--- config.mk ---
export PLATFORM = sky130hd
export DESIGN_NAME = recursive_flash_guard_lock_unit
export DESIGN_NICKNAME = d
export VERILOG_FILES = /design/src/rtl/core/rfgl_pkg.sv /design/src/rtl/core/rfgl_req_reg.sv /design/src/rtl/core/rfgl_engine.sv /design/src/rtl/core/rfgl_rsp_reg.sv /design/src/rtl/core/recursive_flash_guard_lock_unit.sv
export SDC_FILE = /design/constraint.sdc
export NUM_CORES = 1
export LEC_CHECK = 0
export ABC_AREA = 1
export BUFFER_PORTS_ARGS = -buffer_cell sky130_fd_sc_hd__buf_4
export CORE_MARGIN = 2
export CORE_UTILIZATION = 35
export DETAILED_ROUTE_END_ITERATION = 7
export GPL_ROUTABILITY_DRIVEN = 0
export SYNTH_ARGS = -nofsm -noshare
export SYNTH_HDL_FRONTEND = slang
export SYNTH_HIERARCHICAL = 1
export SYNTH_SLANG_ARGS = --single-unit
--- constraint.sdc ---
create_clock -name clock -period 6.5 [get_ports clock]
set_input_delay 0.325 -clock clock [delete_from_list [all_inputs] [get_ports clock]]
set_output_delay 0.325 -clock clock [all_outputs]
set_load 0.05 [all_outputs]
--- src/rtl/core/rfgl_pkg.sv ---
package rfgl_pkg;

   localparam int TASK_ID_BITS_DEF   = 8;
   localparam int MAX_NEST_DEPTH_DEF = 255;

   localparam int TASK_W   = 8;
   localparam int DEPTH_W  = 8;
   localparam int STATUS_W = 3;
   localparam int OWNER_W  = 2;
   localparam int ACTION_W = 2;
   localparam int ADDR_W   = 32;
   localparam int CSR_W    = 32;
   localparam int CSR_IDX_W = 1;

   localparam logic [ACTION_W-1:0] ACT_LOCK   = 2'd0;
   localparam logic [ACTION_W-1:0] ACT_UNLOCK = 2'd1;
   localparam logic [ACTION_W-1:0] ACT_CHECK  = 2'd2;

   localparam logic [STATUS_W-1:0] ST_OK         = 3'd0;
   localparam logic [STATUS_W-1:0] ST_INVALID    = 3'd1;
   localparam logic [STATUS_W-1:0] ST_READ_ONLY  = 3'd2;
   localparam logic [STATUS_W-1:0] ST_BUSY       = 3'd3;
   localparam logic [STATUS_W-1:0] ST_NOT_HOLDER = 3'd4;
   localparam logic [STATUS_W-1:0] ST_DEPTH_FULL = 3'd5;

   localparam logic [OWNER_W-1:0] OWNER_NONE = 2'd0;
   localparam logic [OWNER_W-1:0] OWNER_DATA = 2'd1;
   localparam logic [OWNER_W-1:0] OWNER_BOOT = 2'd2;

   localparam logic [CSR_IDX_W-1:0] CSR_WINDOW_BASE = 1'b0;
   localparam logic [CSR_IDX_W-1:0] CSR_WINDOW_SIZE = 1'b1;

   typedef struct packed {
      logic [ACTION_W-1:0] action;
      logic [TASK_W-1:0]   task_id;
      logic                in_interrupt;
      logic [OWNER_W-1:0]  owner_class;
      logic                want_write;
      logic [ADDR_W-1:0]   address;
      logic [ADDR_W-1:0]   length;
   } req_type;

   typedef struct packed {
      logic [STATUS_W-1:0] status;
      logic                authorized;
      logic [DEPTH_W-1:0]  depth_now;
   } rsp_type;

endpackage

--- src/rtl/core/rfgl_req_reg.sv ---
module rfgl_req_reg (
   input  logic             clock,
   input  logic             reset,
   input  logic             in_valid,
   output logic             in_ready,
   input  rfgl_pkg::req_type in_data,
   input  logic             advance,
   output logic             out_valid,
   output rfgl_pkg::req_type out_data
);

   logic              valid_ff, valid_in;
   rfgl_pkg::req_type data_ff, data_in;

   assign in_ready = !valid_ff || advance;

   always_comb begin
      valid_in = valid_ff;
      data_in  = data_ff;
      if (in_ready) begin
         valid_in = in_valid;
      end
      if (in_valid && in_ready) begin
         data_in = in_data;
      end
   end

   always_ff @(posedge clock) begin
      if (reset) begin
         valid_ff <= 1'b0;
      end else begin
         valid_ff <= valid_in;
      end
      data_ff <= data_in;
   end

   assign out_valid = valid_ff;
   assign out_data  = data_ff;

endmodule

--- src/rtl/core/rfgl_engine.sv ---
module rfgl_engine #(
   parameter int TASK_ID_BITS   = rfgl_pkg::TASK_ID_BITS_DEF,
   parameter int MAX_NEST_DEPTH = rfgl_pkg::MAX_NEST_DEPTH_DEF
) (
   input  logic                             clock,
   input  logic                             reset,
   input  logic                             fire,
   input  rfgl_pkg::req_type                req,
   input  logic                             csr_we,
   input  logic [rfgl_pkg::CSR_IDX_W-1:0]   csr_index,
   input  logic [rfgl_pkg::CSR_W-1:0]       csr_wdata,
   output rfgl_pkg::rsp_type                rsp
);

   localparam int TW = (TASK_ID_BITS > rfgl_pkg::TASK_W) ? rfgl_pkg::TASK_W : TASK_ID_BITS;
   localparam int DEPTH_LIMIT = (MAX_NEST_DEPTH > 255) ? 255 : MAX_NEST_DEPTH;
   localparam logic [rfgl_pkg::DEPTH_W-1:0] LIMIT = rfgl_pkg::DEPTH_W'(DEPTH_LIMIT);

   logic [rfgl_pkg::ADDR_W-1:0]  base_ff, size_ff;
   logic                         held_ff, held_in;
   logic [TW-1:0]                holder_ff, holder_in;
   logic [rfgl_pkg::OWNER_W-1:0] owner_ff, owner_in;
   logic [rfgl_pkg::DEPTH_W-1:0] nest_ff, nest_in;

   logic [TW-1:0]               task_m;
   logic                        mine;
   logic [rfgl_pkg::ADDR_W-1:0] off;
   logic                        in_win;

   assign task_m = req.task_id[TW-1:0];
   assign mine   = held_ff && (holder_ff == task_m);
   assign off    = req.address - base_ff;
   assign in_win = (req.length != '0) && (req.address >= base_ff) && (off < size_ff)
                   && (req.length <= (size_ff - off));

   always_comb begin
      held_in            = held_ff;
      holder_in          = holder_ff;
      owner_in           = owner_ff;
      nest_in            = nest_ff;
      rsp.status         = rfgl_pkg::ST_OK;
      rsp.authorized     = 1'b0;
      case (req.action)
         rfgl_pkg::ACT_LOCK: begin
            if (req.in_interrupt || (req.owner_class != rfgl_pkg::OWNER_DATA &&
                                     req.owner_class != rfgl_pkg::OWNER_BOOT)) begin
               rsp.status = rfgl_pkg::ST_INVALID;
            end else if (mine && owner_ff == req.owner_class && nest_ff != '0) begin
               if (nest_ff >= LIMIT) begin
                  rsp.status = rfgl_pkg::ST_DEPTH_FULL;
               end else begin
                  nest_in = nest_ff + 1'b1;
               end
            end else if (req.want_write && req.owner_class == rfgl_pkg::OWNER_BOOT) begin
               rsp.status = rfgl_pkg::ST_READ_ONLY;
            end else if (held_ff) begin
               rsp.status = rfgl_pkg::ST_BUSY;
            end else begin
               held_in   = 1'b1;
               holder_in = task_m;
               owner_in  = req.want_write ? req.owner_class : rfgl_pkg::OWNER_NONE;
               nest_in   = rfgl_pkg::DEPTH_W'(1);
            end
         end
         rfgl_pkg::ACT_UNLOCK: begin
            if (req.in_interrupt) begin
               rsp.status = rfgl_pkg::ST_INVALID;
            end else if (!mine || nest_ff == '0) begin
               rsp.status = rfgl_pkg::ST_NOT_HOLDER;
            end else if (nest_ff > rfgl_pkg::DEPTH_W'(1)) begin
               nest_in = nest_ff - 1'b1;
            end else begin
               held_in   = 1'b0;
               holder_in = '0;
               owner_in  = rfgl_pkg::OWNER_NONE;
               nest_in   = '0;
            end
         end
         rfgl_pkg::ACT_CHECK: begin
            rsp.authorized = !req.in_interrupt && mine &&
                             (owner_ff == rfgl_pkg::OWNER_DATA) && in_win;
         end
         default: begin
            rsp.status = rfgl_pkg::ST_INVALID;
         end
      endcase
      rsp.depth_now = nest_in;
   end

   always_ff @(posedge clock) begin
      if (reset) begin
         base_ff   <= '0;
         size_ff   <= '0;
         held_ff   <= 1'b0;
         holder_ff <= '0;
         owner_ff  <= rfgl_pkg::OWNER_NONE;
         nest_ff   <= '0;
      end else begin
         if (csr_we && csr_index == rfgl_pkg::CSR_WINDOW_BASE) begin
            base_ff <= csr_wdata;
         end
         if (csr_we && csr_index == rfgl_pkg::CSR_WINDOW_SIZE) begin
            size_ff <= csr_wdata;
         end
         if (fire) begin
            held_ff   <= held_in;
            holder_ff <= holder_in;
            owner_ff  <= owner_in;
            nest_ff   <= nest_in;
         end
      end
   end

endmodule

--- src/rtl/core/rfgl_rsp_reg.sv ---
module rfgl_rsp_reg (
   input  logic              clock,
   input  logic              reset,
   input  logic              in_valid,
   output logic              in_ready,
   input  rfgl_pkg::rsp_type in_data,
   output logic              out_valid,
   input  logic              out_ready,
   output rfgl_pkg::rsp_type out_data
);

   logic              valid_ff, valid_in;
   rfgl_pkg::rsp_type data_ff, data_in;

   assign in_ready = !valid_ff || out_ready;

   always_comb begin
      valid_in = valid_ff;
      data_in  = data_ff;
      if (in_ready) begin
         valid_in = in_valid;
      end
      if (in_valid && in_ready) begin
         data_in = in_data;
      end
   end

   always_ff @(posedge clock) begin
      if (reset) begin
         valid_ff <= 1'b0;
      end else begin
         valid_ff <= valid_in;
      end
      data_ff <= data_in;
   end

   assign out_valid = valid_ff;
   assign out_data  = data_ff;

endmodule

--- src/rtl/core/recursive_flash_guard_lock_unit.sv ---
// Recursive flash guard lock: hardware semaphore with nesting and a write window.
// Request channel (req_*): valid/ready; one lock, unlock or write check per
// transfer. Response channel (rsp_*): valid/ready; exactly one response per
// request, in request order, with status, authorized and the nest depth after
// the request.
// Configuration (csr_*): csr_we writes csr_wdata to window_base (index 0) or
// window_size (index 1) in the same cycle; write only while no request is
// in flight.
// Path: a request is registered in the request register at its transfer; it is
// then decided and its response registered when the response register is free.
// Throughput: one request per cycle while rsp_ready stays high; the lock state
// update is a single register stage, so each request sees the state left by
// the one before. Stall: when rsp_ready is low the response register holds;
// the request register still takes one request if empty, then req_ready drops.
// Reset: lock free, depth zero, window base and size zero, both channels empty.
module recursive_flash_guard_lock_unit #(
   parameter int TASK_ID_BITS   = rfgl_pkg::TASK_ID_BITS_DEF,
   parameter int MAX_NEST_DEPTH = rfgl_pkg::MAX_NEST_DEPTH_DEF
) (
   input  logic                            clock,
   input  logic                            reset,
   input  logic                            req_valid,
   output logic                            req_ready,
   input  logic [rfgl_pkg::ACTION_W-1:0]   req_action,
   input  logic [rfgl_pkg::TASK_W-1:0]     req_task_id,
   input  logic                            req_in_interrupt,
   input  logic [rfgl_pkg::OWNER_W-1:0]    req_owner_class,
   input  logic                            req_want_write,
   input  logic [rfgl_pkg::ADDR_W-1:0]     req_address,
   input  logic [rfgl_pkg::ADDR_W-1:0]     req_length,
   output logic                            rsp_valid,
   input  logic                            rsp_ready,
   output logic [rfgl_pkg::STATUS_W-1:0]   rsp_status,
   output logic                            rsp_authorized,
   output logic [rfgl_pkg::DEPTH_W-1:0]    rsp_depth_now,
   input  logic                            csr_we,
   input  logic [rfgl_pkg::CSR_IDX_W-1:0]  csr_index,
   input  logic [rfgl_pkg::CSR_W-1:0]      csr_wdata
);

   rfgl_pkg::req_type req_in, req_q;
   rfgl_pkg::rsp_type rsp_d, rsp_q;
   logic              s1_valid, s2_ready, advance;

   assign req_in.action       = req_action;
   assign req_in.task_id      = req_task_id;
   assign req_in.in_interrupt = req_in_interrupt;
   assign req_in.owner_class  = req_owner_class;
   assign req_in.want_write   = req_want_write;
   assign req_in.address      = req_address;
   assign req_in.length       = req_length;

   assign advance = s1_valid && s2_ready;

   rfgl_req_reg u_req_reg (
      .clock     (clock),
      .reset     (reset),
      .in_valid  (req_valid),
      .in_ready  (req_ready),
      .in_data   (req_in),
      .advance   (advance),
      .out_valid (s1_valid),
      .out_data  (req_q)
   );

   rfgl_engine #(
      .TASK_ID_BITS   (TASK_ID_BITS),
      .MAX_NEST_DEPTH (MAX_NEST_DEPTH)
   ) u_engine (
      .clock     (clock),
      .reset     (reset),
      .fire      (advance),
      .req       (req_q),
      .csr_we    (csr_we),
      .csr_index (csr_index),
      .csr_wdata (csr_wdata),
      .rsp       (rsp_d)
   );

   rfgl_rsp_reg u_rsp_reg (
      .clock     (clock),
      .reset     (reset),
      .in_valid  (s1_valid),
      .in_ready  (s2_ready),
      .in_data   (rsp_d),
      .out_valid (rsp_valid),
      .out_ready (rsp_ready),
      .out_data  (rsp_q)
   );

   assign rsp_status     = rsp_q.status;
   assign rsp_authorized = rsp_q.authorized;
   assign rsp_depth_now  = rsp_q.depth_now;

endmodule

==> run_results.csv <==
group,metric,value,unit
clock_network,cts_tree,"yes",
clock_network,htree_num_levels,4,
run,drv_cap,0,
clock_network,holdBufCountCts,0,
floorplanning,die_area,34200,sq um
logic_synthesis,ys_types,45,
global_route,grt_pass1_vias,9836,
placed_design,preCtsSetupSlack,1.54,ns
global_route,grt_overflow,0,
timing,finalSetupTns,0,ns
drt,vias_per_cell,4.97,
setup_path,cp_top_family,"compound AO/OA/AOI/OAI gates",
setup_path,cp_num_buf_inv,2,
setup_path,critPathKind,"flip-flop to flip-flop",
floorplanning,core,32400,sq um
setup_path,critPathLaunchType,"flip-flop",
finish,syn_to_final_growth,17.3,%
logic_synthesis,synth.avg_cell_area,7.80,sq um
drt,wl_per_cell,14.9,microns
clock_network,cts_root_buf,"clkbuf_16",
global_route,grt_pass1_wl,48500,microns
setup_path,cp_slowest_cell,"fa_1",
clock_network,cts_resized,0,
timing,max_freq,0.201,GHz
floorplanning,rows,66,
timing,setup_slack,1.54,ns
drt,ant_nets,0,
timing,holdWs,0.0372,ns
timing,fin_skew,0.0150,ns
global_route,grt_max_degree,65,
floorplanning,num_io_pins,130,
setup_path,slowest_delay,0.40,ns
finish,final_area,13400,sq um
timing,min_period,4.96,ns
logic_synthesis,netlist_area,11400,sq um
finish,fillCellCount,3329,
timing,tightest_slew,0.968,ns
logic_synthesis,ys_warn_count,6,
finish,fin_cells,2046,
pwr,vdd_drop_max,0.213,mV
logic_synthesis,synth.area.top_cells,"edfxtp_1, dfxtp_1, ha_1",
placed_design,dp_cells,2014,
logic_synthesis,syn_inst,1468,
global_route,gr-usage-all-layers,18.1,%
placed_design,post_dp_cell_area,12800,sq um
global_route,busiest_layer,"met2",
timing,hold_viol,0,
timing,slew_headroom,35.4,%
logic_synthesis,synth_top_cell_area_share,23.6,%
timing,grt_setup_unrepaired,"no",
logic_synthesis,yosysSeqAreaShare,38.5,%
timing,slew_violations,0,
finish,nets,1809,
pwr,p_leak,5.87,nW
placed_design,io_buffers,129,
finish,drive_gt1_share,12.7,%
worst_hold_path,hp-class,"input pin to flip-flop",
drt,drtIter0Drc,952,
logic_synthesis,synth_top_area_cell,"edfxtp_1",
logic_synthesis,ys_ff_latch,175,
drt,drc,0,
clock_network,post-cts-setup-buffers,0,
global_route,met2_usage,30.4,%
setup_path,cp_max_fo,4,
clock_network,clkTransAtPathRegs,0.08,ns
setup_path,crit_path_frequent_cell,"nand2_1",
global_route,antenna_found_initial,0,
floorplanning,start_util,35.4,%
clock_network,cts_max_path_buffers,2,
drt,wl,30500,microns
run_status,status,"finished clean",
setup_path,cp.arrival,5.16,ns
setup_path,critPathRequiredTime,6.70,ns
timing,fin_crit_sh,76.4,%
logic_synthesis,syn_nets,1686,
clock_network,cts-buffers-inserted,17,
drt,first_pass_iters,6,
drt,vias,10200,
global_route,grtUsageMet1,23.2,%
floorplanning,dieHeight,185,microns
global_route,grt_use_met3,2.99,%
pwr,power.density,261,nW/um^2
floorplanning,fp.dieW,185,microns
clock_network,clk_latency,0.46,ns
timing,setup_viol,0,
placed_design,hpwl,23700,microns
finish,diodes,0,
setup_path,endpoint_kind,"flip-flop",
clock_network,cts.sinks,175,
## cells in the mapped netlist, drive strengths merged
master and n:
nor3b 1, a211oi 6, a31oi 10, nor2 199, nand3b 10, o211ai 7
o21a 10, o221ai 1, nand3 65, a21oi 151, a21o 9, o22ai 2
nor3 18, dlygate4sd1 1, xor2 28, o21bai 10, buf 8, nand4 25
nor4 7, clkbuf 21, ha 100, inv 183, clkinv 3, o21ai 127
fa 2, a21boi 9, edfxtp 90, dfxtp 85, nand2 252, xnor2 28
## routing by layer
metal  wire (microns)  share of wire (%)
met4              834                2.7
met3             1590                5.2
met2            14200                 47
met5                0                  0
met1            13800                 45
## final timing paths
path	slack (ns)	cells past startpoint	start	end
max	1.54	29	u_req_reg/out_data[32]	u_rsp_reg/out_data[8]
min	0.04	1	req_address[30]	u_req_reg/out_data[62]
max reg2reg	1.54	29	u_req_reg/out_data[32]	u_rsp_reg/out_data[8]
min reg2reg	0.46	2	u_engine/base_ff[16]	u_engine/base_ff[16]
## worst reg2reg max path, delay by kind of cell, from the launching register on
family	cells	cell delay (ns)
AOI/OAI and AO/OA	8	1.47
and+or+nand+nor	14	1.37
adders and majority gates	4	1.26
DFF	1	0.32
xor gates and xnor gates	1	0.16
buffers and inverters	2	0.11
## placed cells by master, fill, tap and decap left out, types with 9 or more instances in the layout
cell type	n
ha_1	100
nand3b_1	10
buf_4	134
nor3_1	15
dfxtp_1	85
a31oi_1	10
nand2_1	245
xnor2_1	28
nand4_1	25
nand3_1	62
o21bai_1	10
nor2_1	192
xor2_1	28
a21o_1	9
edfxtp_1	90
o21ai_0	122
a21oi_1	148
inv_1	175
o21a_1	10
clkbuf_16	19
## cell families after synthesis
family          Yosys count  synth area share, %
simple gates            577                 21.7
compound gates          342                 16.6
buf+inv                 216                 7.72
xor+xnor                 56                 4.28
flops                   175                 38.5
fa+ha+maj               102                 11.3
## layout make-up
| cell class | count | area [sq um] | area share [%] |
|---|---|---|---|
| Inverter | 186 | 698 | 5.20 |
| Timing Repair Buffer | 134 | 1010 | 7.49 |
| Tap cell | 442 | 553 | 4.12 |
| Multi-Input combinational cell | 1077 | 6170 | 46.0 |
| Sequential cell | 175 | 4400 | 32.8 |
| Clock buffer | 20 | 479 | 3.57 |
| Clock inverter | 12 | 111 | 0.829 |
## registers in the layout (all words and copies together) (netlist names)
name                 cells
u_engine/base_ff        32
u_engine/held_ff         1
u_engine/holder_ff       8
u_engine/nest_ff         8
u_engine/owner_ff        2
u_engine/size_ff        32
u_req_reg/out_data      78
u_req_reg/out_valid      1
u_rsp_reg/out_data      12
u_rsp_reg/out_valid      1
## where the power goes
group	internal (mW)	switching, mW
registers	1.24	0.0468
logic	0.453	0.734
clock network	0.551	0.482
## metrics by stage
step                      power, mW  util (%)
after floorplan                2.16         -
after global placement         2.46      39.6
after detailed placement       2.48      39.6
after CTS                      3.53      41.5
after global routing           3.74      41.5
final                          3.51      41.5
(Power assumes the default switching activity.)
